**src/hdl/hpltp_pkg.sv**
```systemverilog
// ----------------------------------------------------------------------------
// Claim arbiter package
// Shared types, codes and default sizes of the claim arbiter.
// ----------------------------------------------------------------------------
package hpltp_pkg;

	localparam int MAX_CLAIMS_DEF = 16;
	localparam int ID_BITS_DEF    = 32;

	typedef enum logic [1:0] {
		ACT_QUERY   = 2'd0,
		ACT_PUSH    = 2'd1,
		ACT_REMOVE  = 2'd2,
		ACT_RELEASE = 2'd3
	} action_t;

	typedef enum logic [1:0] {
		ST_IDLE,
		ST_SCAN,
		ST_APPEND,
		ST_RESULT
	} state_t;

	typedef struct packed {
		logic [8:0] count;
		logic [7:0] index;
		logic [1:0] component;
		logic       has_source;
		logic [7:0] param;
		logic [7:0] patch;
	} payload_t;

	localparam int PAY_W = $bits(payload_t);

	typedef struct packed {
		logic load;
		logic proc;
		logic append;
		logic finish;
	} ctl_t;

endpackage

```
**src/hdl/hpltp_claim_ram.sv**
```systemverilog
// ----------------------------------------------------------------------------
// Claim table memory
// One write port and one read port with registered read data.
// ----------------------------------------------------------------------------
module hpltp_claim_ram #(
	parameter int DEPTH = 16,
	parameter int WIDTH = 69
) (
	input  logic                     clk,
	input  logic                     we,
	input  logic [$clog2(DEPTH)-1:0] waddr,
	input  logic [WIDTH-1:0]         wdata,
	input  logic [$clog2(DEPTH)-1:0] raddr,
	output logic [WIDTH-1:0]         rdata_q
);

	logic [WIDTH-1:0] mem [DEPTH];

	always_ff @(posedge clk) begin
		if (we) begin
			mem[waddr] <= wdata;
		end
		rdata_q <= mem[raddr];
	end

endmodule

```
**src/hdl/hpltp_seq.sv**
```systemverilog
// ----------------------------------------------------------------------------
// Claim arbiter sequencer
// Walks the live part of the table once per item and steps the datapath.
// ----------------------------------------------------------------------------
module hpltp_seq
	import hpltp_pkg::*;
#(
	parameter int MAX_CLAIMS = MAX_CLAIMS_DEF
) (
	input  logic                              clk,
	input  logic                              arst_n,
	input  logic                              item_valid,
	output logic                              item_ready,
	input  logic [$clog2(MAX_CLAIMS+1)-1:0]   live_n,
	input  logic                              out_free,
	output logic [$clog2(MAX_CLAIMS)-1:0]     raddr,
	output ctl_t                              ctl
);

	localparam int IDX_W = $clog2(MAX_CLAIMS);
	localparam int CNT_W = $clog2(MAX_CLAIMS + 1);

	state_t             state_q;
	state_t             state_nxt;
	logic [CNT_W-1:0]   rd_q;
	logic               rdv_s1;
	logic               issue;

	assign issue = (state_q == ST_SCAN) && (rd_q < live_n);
	assign raddr = rd_q[IDX_W-1:0];

	always_ff @(posedge clk or negedge arst_n) begin
		if (!arst_n) begin
			state_q <= ST_IDLE;
			rd_q    <= '0;
			rdv_s1  <= 1'b0;
		end else begin
			state_q <= state_nxt;
			rdv_s1  <= issue;
			if (state_q == ST_IDLE) begin
				rd_q <= '0;
			end else if (issue) begin
				rd_q <= rd_q + CNT_W'(1);
			end
		end
	end

	always_comb begin
		state_nxt = state_q;
		unique case (state_q)
			ST_IDLE: begin
				if (item_valid) state_nxt = ST_SCAN;
			end
			ST_SCAN: begin
				if (!issue && !rdv_s1) state_nxt = ST_APPEND;
			end
			ST_APPEND: begin
				state_nxt = ST_RESULT;
			end
			ST_RESULT: begin
				if (out_free) state_nxt = ST_IDLE;
			end
			default: begin
				state_nxt = ST_IDLE;
			end
		endcase
	end

	always_comb begin
		item_ready = (state_q == ST_IDLE);
		ctl.load   = item_valid && (state_q == ST_IDLE);
		ctl.proc   = rdv_s1;
		ctl.append = (state_q == ST_APPEND);
		ctl.finish = (state_q == ST_RESULT) && out_free;
	end

endmodule

```
**src/hdl/hpltp_datapath.sv**
```systemverilog
// ----------------------------------------------------------------------------
// Claim arbiter datapath
// Compacts the table entry by entry, tracks the winner and holds the result.
// ----------------------------------------------------------------------------
module hpltp_datapath
	import hpltp_pkg::*;
#(
	parameter int MAX_CLAIMS = MAX_CLAIMS_DEF,
	parameter int ID_BITS    = ID_BITS_DEF
) (
	input  logic                                clk,
	input  logic                                arst_n,
	input  ctl_t                                ctl,
	input  logic [1:0]                          action,
	input  logic [31:0]                         claim_id,
	input  logic [7:0]                          patch_ref,
	input  logic [7:0]                          param_ref,
	input  logic                                has_source,
	input  logic [1:0]                          component_sel,
	input  logic [7:0]                          source_index,
	input  logic [8:0]                          source_count,
	input  logic                                is_held,
	input  logic [ID_BITS+PAY_W:0]              rdata,
	output logic                                we,
	output logic [$clog2(MAX_CLAIMS)-1:0]       waddr,
	output logic [ID_BITS+PAY_W:0]              wdata,
	output logic [$clog2(MAX_CLAIMS+1)-1:0]     live_n,
	output logic                                out_free,
	output logic                                result_valid,
	input  logic                                result_ready,
	output logic                                use_claim,
	output logic                                winner_present,
	output logic [31:0]                         winner_id,
	output logic                                winner_held,
	output logic [7:0]                          win_patch,
	output logic [7:0]                          win_param,
	output logic [1:0]                          win_component,
	output logic [7:0]                          win_index,
	output logic [8:0]                          win_count,
	output logic                                push_dropped
);

	localparam int IDX_W  = $clog2(MAX_CLAIMS);
	localparam int CNT_W  = $clog2(MAX_CLAIMS + 1);
	localparam int WORD_W = 1 + ID_BITS + PAY_W;

	action_t             act_q;
	logic [ID_BITS-1:0]  id_q;
	payload_t            pay_q;
	logic                hold_q;
	logic [CNT_W-1:0]    w_q;
	logic [CNT_W-1:0]    n_q;
	logic                hfound_q;
	logic                drop_q;
	logic [WORD_W-1:0]   last_q;
	logic [WORD_W-1:0]   hwin_q;
	logic                out_valid_q;

	logic                match;
	logic                kill;
	logic                keep_held;
	logic [WORD_W-1:0]   kept_word;
	logic [WORD_W-1:0]   new_word;
	logic                room;
	logic                can_push;
	logic                keep;
	logic [WORD_W-1:0]   res_word;
	logic                res_any;
	payload_t            res_pay;

	assign match     = (rdata[PAY_W +: ID_BITS] == id_q);
	assign kill      = match && ((act_q == ACT_PUSH) || (act_q == ACT_REMOVE));
	assign keep_held = rdata[WORD_W-1] && !(match && (act_q == ACT_RELEASE));
	assign kept_word = {keep_held, rdata[WORD_W-2:0]};
	assign new_word  = {hold_q, id_q, pay_q};
	assign room      = (w_q != CNT_W'(MAX_CLAIMS));
	assign can_push  = (act_q == ACT_PUSH) && room;
	assign keep      = ctl.proc && !kill;

	assign we     = keep || (ctl.append && can_push);
	assign waddr  = w_q[IDX_W-1:0];
	assign wdata  = ctl.proc ? kept_word : new_word;
	assign live_n = n_q;

	assign res_word = hfound_q ? hwin_q : last_q;
	assign res_any  = hfound_q || (n_q != '0);
	assign res_pay  = payload_t'(res_word[PAY_W-1:0]);

	assign out_free     = !out_valid_q || result_ready;
	assign result_valid = out_valid_q;

	always_ff @(posedge clk or negedge arst_n) begin
		if (!arst_n) begin
			w_q         <= '0;
			n_q         <= '0;
			hfound_q    <= 1'b0;
			drop_q      <= 1'b0;
			out_valid_q <= 1'b0;
		end else begin
			if (ctl.load) begin
				w_q      <= '0;
				hfound_q <= 1'b0;
				drop_q   <= 1'b0;
			end else if (keep) begin
				w_q <= w_q + CNT_W'(1);
				if (keep_held) hfound_q <= 1'b1;
			end else if (ctl.append) begin
				if (can_push) begin
					n_q <= w_q + CNT_W'(1);
					if (hold_q) hfound_q <= 1'b1;
				end else begin
					n_q <= w_q;
				end
				drop_q <= (act_q == ACT_PUSH) && !room;
			end
			if (ctl.finish) begin
				out_valid_q <= 1'b1;
			end else if (result_ready) begin
				out_valid_q <= 1'b0;
			end
		end
	end

	always_ff @(posedge clk) begin
		if (ctl.load) begin
			act_q  <= action_t'(action);
			id_q   <= ID_BITS'(claim_id);
			pay_q  <= '{count: source_count, index: source_index, component: component_sel,
				has_source: has_source, param: param_ref, patch: patch_ref};
			hold_q <= is_held;
		end
		if (keep) begin
			last_q <= kept_word;
			if (keep_held) hwin_q <= kept_word;
		end else if (ctl.append && can_push) begin
			last_q <= new_word;
			if (hold_q) hwin_q <= new_word;
		end
		if (ctl.finish) begin
			use_claim      <= res_any && res_pay.has_source;
			winner_present <= res_any;
			winner_id      <= res_any ? 32'(res_word[PAY_W +: ID_BITS]) : '0;
			winner_held    <= res_any && res_word[WORD_W-1];
			win_patch      <= res_any ? res_pay.patch : '0;
			win_param      <= res_any ? res_pay.param : '0;
			win_component  <= res_any ? res_pay.component : '0;
			win_index      <= res_any ? res_pay.index : '0;
			win_count      <= res_any ? res_pay.count : '0;
			push_dropped   <= drop_q;
		end
	end

endmodule

```
**src/hdl/held_priority_ltp_claim_arbiter.sv**
```systemverilog
// ----------------------------------------------------------------------------
// Held-priority latest-takes-precedence claim arbiter
// Claim table for one lighting channel with push, remove, release and query.
// ----------------------------------------------------------------------------
// The item channel (item_valid/item_ready) carries one action per beat. The
// block takes a beat only when idle, then walks the n live claims of the
// table through a single compare unit, one claim per cycle, compacting the
// table in memory and tracking the newest held and newest claim on the way.
// A push appends its claim in the append step after the walk, or is dropped
// when the table is full. The result step then fills the output register:
// the result beat appears on result_valid/result_ready and the block goes
// back to idle for the next item, so no item is taken before the last one
// is done. The walk over the memory read port sets how long an item takes.
// The result sits in an output register; a stalled receiver holds the block
// in its last step until that register is free, and the result stays
// unchanged meanwhile.
// Reset empties the table at once through the live count; the claim memory
// itself is not cleared, and no entry beyond the count is ever used.
// ----------------------------------------------------------------------------
module held_priority_ltp_claim_arbiter
	import hpltp_pkg::*;
#(
	parameter int MAX_CLAIMS = MAX_CLAIMS_DEF,
	parameter int ID_BITS    = ID_BITS_DEF
) (
	input  logic        clk,
	input  logic        arst_n,
	input  logic        item_valid,
	output logic        item_ready,
	input  logic [1:0]  action,
	input  logic [31:0] claim_id,
	input  logic [7:0]  patch_ref,
	input  logic [7:0]  param_ref,
	input  logic        has_source,
	input  logic [1:0]  component_sel,
	input  logic [7:0]  source_index,
	input  logic [8:0]  source_count,
	input  logic        is_held,
	output logic        result_valid,
	input  logic        result_ready,
	output logic        use_claim,
	output logic        winner_present,
	output logic [31:0] winner_id,
	output logic        winner_held,
	output logic [7:0]  win_patch,
	output logic [7:0]  win_param,
	output logic [1:0]  win_component,
	output logic [7:0]  win_index,
	output logic [8:0]  win_count,
	output logic        push_dropped
);

	localparam int IDX_W  = $clog2(MAX_CLAIMS);
	localparam int CNT_W  = $clog2(MAX_CLAIMS + 1);
	localparam int WORD_W = 1 + ID_BITS + PAY_W;

	ctl_t              ctl;
	logic [CNT_W-1:0]  live_n;
	logic              out_free;
	logic [IDX_W-1:0]  raddr;
	logic [IDX_W-1:0]  waddr;
	logic              we;
	logic [WORD_W-1:0] wdata;
	logic [WORD_W-1:0] rdata;

	hpltp_claim_ram #(
		.DEPTH (MAX_CLAIMS),
		.WIDTH (WORD_W)
	) u_ram (
		.clk     (clk),
		.we      (we),
		.waddr   (waddr),
		.wdata   (wdata),
		.raddr   (raddr),
		.rdata_q (rdata)
	);

	hpltp_seq #(
		.MAX_CLAIMS (MAX_CLAIMS)
	) u_seq (
		.clk        (clk),
		.arst_n     (arst_n),
		.item_valid (item_valid),
		.item_ready (item_ready),
		.live_n     (live_n),
		.out_free   (out_free),
		.raddr      (raddr),
		.ctl        (ctl)
	);

	hpltp_datapath #(
		.MAX_CLAIMS (MAX_CLAIMS),
		.ID_BITS    (ID_BITS)
	) u_dp (
		.clk            (clk),
		.arst_n         (arst_n),
		.ctl            (ctl),
		.action         (action),
		.claim_id       (claim_id),
		.patch_ref      (patch_ref),
		.param_ref      (param_ref),
		.has_source     (has_source),
		.component_sel  (component_sel),
		.source_index   (source_index),
		.source_count   (source_count),
		.is_held        (is_held),
		.rdata          (rdata),
		.we             (we),
		.waddr          (waddr),
		.wdata          (wdata),
		.live_n         (live_n),
		.out_free       (out_free),
		.result_valid   (result_valid),
		.result_ready   (result_ready),
		.use_claim      (use_claim),
		.winner_present (winner_present),
		.winner_id      (winner_id),
		.winner_held    (winner_held),
		.win_patch      (win_patch),
		.win_param      (win_param),
		.win_component  (win_component),
		.win_index      (win_index),
		.win_count      (win_count),
		.push_dropped   (push_dropped)
	);

endmodule

```
**config.mk**
```make
export PLATFORM = sky130hd
export DESIGN_NAME = held_priority_ltp_claim_arbiter
export DESIGN_NICKNAME = d
export VERILOG_FILES = /design/src/hdl/hpltp_pkg.sv /design/src/hdl/hpltp_claim_ram.sv /design/src/hdl/hpltp_seq.sv /design/src/hdl/hpltp_datapath.sv /design/src/hdl/held_priority_ltp_claim_arbiter.sv
export SDC_FILE = /design/constraint.sdc
export NUM_CORES = 1
export LEC_CHECK = 0
export BUFFER_PORTS_ARGS = -buffer_cell sky130_fd_sc_hd__buf_2
export CORE_ASPECT_RATIO = 1.4
export CORE_MARGIN = 8
export CORE_UTILIZATION = 45
export DETAILED_ROUTE_END_ITERATION = 8
export REMOVE_ABC_BUFFERS = 1
export SLEW_MARGIN = 20
export SYNTH_ARGS = -nofsm -noshare
export SYNTH_HDL_FRONTEND = slang
export SYNTH_SLANG_ARGS = --single-unit
```
**constraint.sdc**
```tcl
create_clock -name clk -period 10.3 [get_ports clk]
set_input_delay 2.06 -clock clk [delete_from_list [all_inputs] [get_ports clk]]
set_output_delay 2.06 -clock clk [all_outputs]
set_load 0.02 [all_outputs]
```
==> impl_metrics.env <==
export IMPL_grt_pass1_wl_um=183000
export IMPL_drv_slew=0
export IMPL_numCtsBuffers=137
export IMPL_start_kind="flop"
export IMPL_syn_inst=2382
export IMPL_max_stage_delay_ps=780
export IMPL_path_common_cell="buf_4"
export IMPL_crit_chain="xor2_1, nor4_1, nand4_1, o31ai_4, buf_4, nand2_8, and4_4, buf_4"
export IMPL_p_total_uw=17000
export IMPL_cts_setup_buffers=0
export IMPL_worstMarginPinSlew_ps=1130
export IMPL_powerDensity_nw_per_um2=272
export IMPL_grt_ovfl_total=0
export IMPL_cts_tree="yes"
export IMPL_synth_cell_types=45
export IMPL_synth_seq_area_share_pct=78.3
export IMPL_syn_avg_cell_area_sq_um=23.3
export IMPL_drive_gt1_share_pct=33.2
export IMPL_critPathTopFamily="simple AND/OR/NAND/NOR gates"
export IMPL_routed_wl_um=126000
export IMPL_drt_iter0_drc=2181
export IMPL_skew_ps=30.6
export IMPL_path_buf_inv=2
export IMPL_drtPass1Iterations=5
export IMPL_ant_nets=0
export IMPL_r2r_cells=8
export IMPL_post_route_util_pct=51.2
export IMPL_cts_path_max_buffers=3
export IMPL_cts_repair_resized=0
export IMPL_worstPathMaxFanout=78
export IMPL_critPathCaptureType="flop"
export IMPL_setup_viol=0
export IMPL_drc=0
export IMPL_min_period_ps=5170
export IMPL_wl_per_cell_um=29.2
export IMPL_setup_tns_ps=0
export IMPL_maxCapViolCount=0
export IMPL_cts_root_buf="clkbuf_16"
export IMPL_post_route_period_util_pct=50.2
export IMPL_globalplace_congestion=0.765
export IMPL_grt_total_usage_pct=18.5
export IMPL_cts_sinks=1473
export IMPL_crit_required_ps=10640
export IMPL_static_leakage_power_uw=0.0199
export IMPL_hpwlAfterDp_um=69400
export IMPL_crit_cells=8
export IMPL_grt_setup_unrepaired="no"
export IMPL_vdd_drop_max_mv=0.184
export IMPL_port_buffer_count=147
export IMPL_cts_max_level=4
export IMPL_dieArea_sq_um=135000
export IMPL_synthFlopType="edfxtp_1"
export IMPL_critical_path_class="flop to flop"
export IMPL_clk_latency_ps=740
export IMPL_vias_per_cell=5.70
export IMPL_holdCritPathClass="flop to flop"
export IMPL_status="complete, no violations"
export IMPL_worstPathArrival_ps=5510
export IMPL_hold_viol=0
export IMPL_die_h_um=431
export IMPL_grt_max_degree=87
export IMPL_ys_warn_count=0
export IMPL_layout_nets=2683
export IMPL_max_freq_mhz=193
export IMPL_worst_hold_slack_ps=455
export IMPL_die_w_um=313
export IMPL_core_area_sq_um=122000
export IMPL_holdBufCountCts=0
export IMPL_antenna_found_initial=9
export IMPL_reg2reg_slack_ps=5130
export IMPL_fillers=9481
export IMPL_initial_core_util_pct=45.3
export IMPL_grt_pass1_vias=26400
export IMPL_timing_slew_headroom_pct=24.4
export IMPL_cpMaxStageDelayCell="nand2_8"
export IMPL_hold_path_depth=0
export IMPL_async_reset_ff_share_pct=1.43
export IMPL_areaGrowthSynthToFinish_pct=13.0
export IMPL_boundaryPins=148
export IMPL_synth_area_sq_um=55500
export IMPL_synth_edf_count=1383
export IMPL_clk_pin_slew_worst_paths_ps=60
export IMPL_ys_seq_elements=1473
export IMPL_via_count=24600
export IMPL_core_rowCount=152
==> cell usage after synthesis, types with 2 or more instances <==
library cell,number,area [sq um]
buf_6,4,45.0
buf_4,2,15.0
ha_1,15,188
and4_1,4,35.0
edfxtp_1,1383,41500
or3_1,6,37.5
xnor2_1,4,35.0
dfxtp_1,69,1380
nand2b_1,4,25.0
and3b_1,2,17.5
mux4_2,345,7770
nor2_1,77,289
nand2_1,11,41.3
and3_1,10,62.6
xor2_1,34,298
clkbuf_1,72,270
inv_1,16,60.1
mux2_2,138,1550
mux2i_1,75,751
buf_1,11,41.3
a21o_1,2,15.0
a21oi_1,11,55.1
nand4_1,2,12.5
buf_2,24,120
nor4_1,8,50.1
o21ai_0,7,35.0
and4b_1,2,20.0
nand3_1,5,25.0
dfrtp_1,21,526
nor2b_1,3,18.8
==> cell families (layout without fill, tap and decap cells) <==
group                    after synthesis  count (layout)  synth area share [%]
AND/OR/NAND/NOR                      141             141                  1.26
flip-flops                          1473            1473                  78.3
XOR/XNOR                              38              38                 0.600
AO/OA/AOI/OAI                         27              27                 0.329
multiplexers                         559             559                  18.2
other                                  0               3                     0
buffers and inverters                129             449                 0.995
adder cells (fa/ha/maj)               15              15                 0.338
==> through the flow <==
stage                     worst slack [ps]  area, sq um  cells
after detailed placement              5050        58200   4071
after global placement                5130        58200   4071
after floorplan                      -1630        55000   2269
final                                 5130        62700   4322
after global routing                  4890        62700   4320
after CTS                             5000        62700   4319
==> cell usage in the layout (no fill, tap or decap), types with 3 or more instances in the layout <==
cell type / Yosys / layout
a21oi_1: 11 / 10
and3_4: 0 / 8
and4_4: 0 / 3
buf_2: 24 / 147
buf_4: 2 / 32
buf_6: 4 / 5
bufinv_16: 0 / 13
clkbuf_1: 72 / 29
clkbuf_16: 0 / 142
clkbuf_8: 0 / 7
clkinv_1: 0 / 23
clkinv_2: 0 / 22
clkinvlp_4: 0 / 3
dfrtp_1: 21 / 15
dfrtp_4: 0 / 6
dfxtp_1: 69 / 69
diode_2: 0 / 3
edfxtp_1: 1383 / 1383
ha_1: 15 / 15
inv_1: 16 / 15
inv_6: 0 / 4
mux2_2: 138 / 138
mux2i_1: 75 / 75
mux4_2: 345 / 345
nand2_1: 11 / 11
nand2b_1: 4 / 4
nand3_1: 5 / 5
nor2_1: 77 / 77
nor2b_1: 3 / 3
nor4_1: 8 / 8
o21ai_0: 7 / 7
or3_1: 6 / 6
xnor2_1: 4 / 4
xor2_1: 34 / 34
==> state kept, by name (all words and copies together), names as in the netlist, 9 cells and up <==
| signal | flops |
|---|---|
| u_dp.win_count | 9 |
| u_ram.mem | 1104 |
| u_dp.last_q | 69 |
| u_dp.hwin_q | 68 |
| u_dp.winner_id | 32 |
| u_dp.id_q | 32 |
| u_dp.new_word | 36 |
| u_ram.rdata_q | 69 |
==> where the power goes <==
part	leakage (uW)	total [uW]	switching, uW	internal (uW)
sequential	0.0134	8370	408	7960
clock	0.00219	5060	2150	2910
combinational	0.00432	3620	2190	1420
==> area by class of cell <==
class / count / area, sq um / area share (%)
clock buffers: 178 / 3760 / 6.00
multi-input cells: 780 / 11600 / 18.5
flip-flops and latches: 1473 / 43500 / 69.3
diodes: 3 / 7.51 / 0.0120
repair buffers: 185 / 1050 / 1.68
clock inverters: 70 / 724 / 1.16
well taps: 1617 / 2020 / 3.23
inverters: 16 / 62.6 / 0.0998
==> final timing paths <==
kind / start / end
worst max-delay path: u_dp.id_q[1] / u_ram.mem[12][9]
worst min-delay path: u_dp.drop_q / u_dp.push_dropped
worst max register to register: u_dp.id_q[1] / u_ram.mem[12][9]
worst min register to register: u_dp.drop_q / u_dp.push_dropped
max in group asynchronous: arst_n / u_dp.hfound_q
min in group asynchronous: arst_n / u_dp.result_valid
==> layer usage <==
| metal | share of wire, % | GRT usage, % |
|---|---|---|
| met2 | 53 | 32.7 |
| met4 | 2.3 | 5.01 |
| met5 | 0 | 0 |
| met3 | 5.1 | 3.12 |
| met1 | 40 | 23.7 |
No activity file was read; power rests on OpenSTA's default activity.
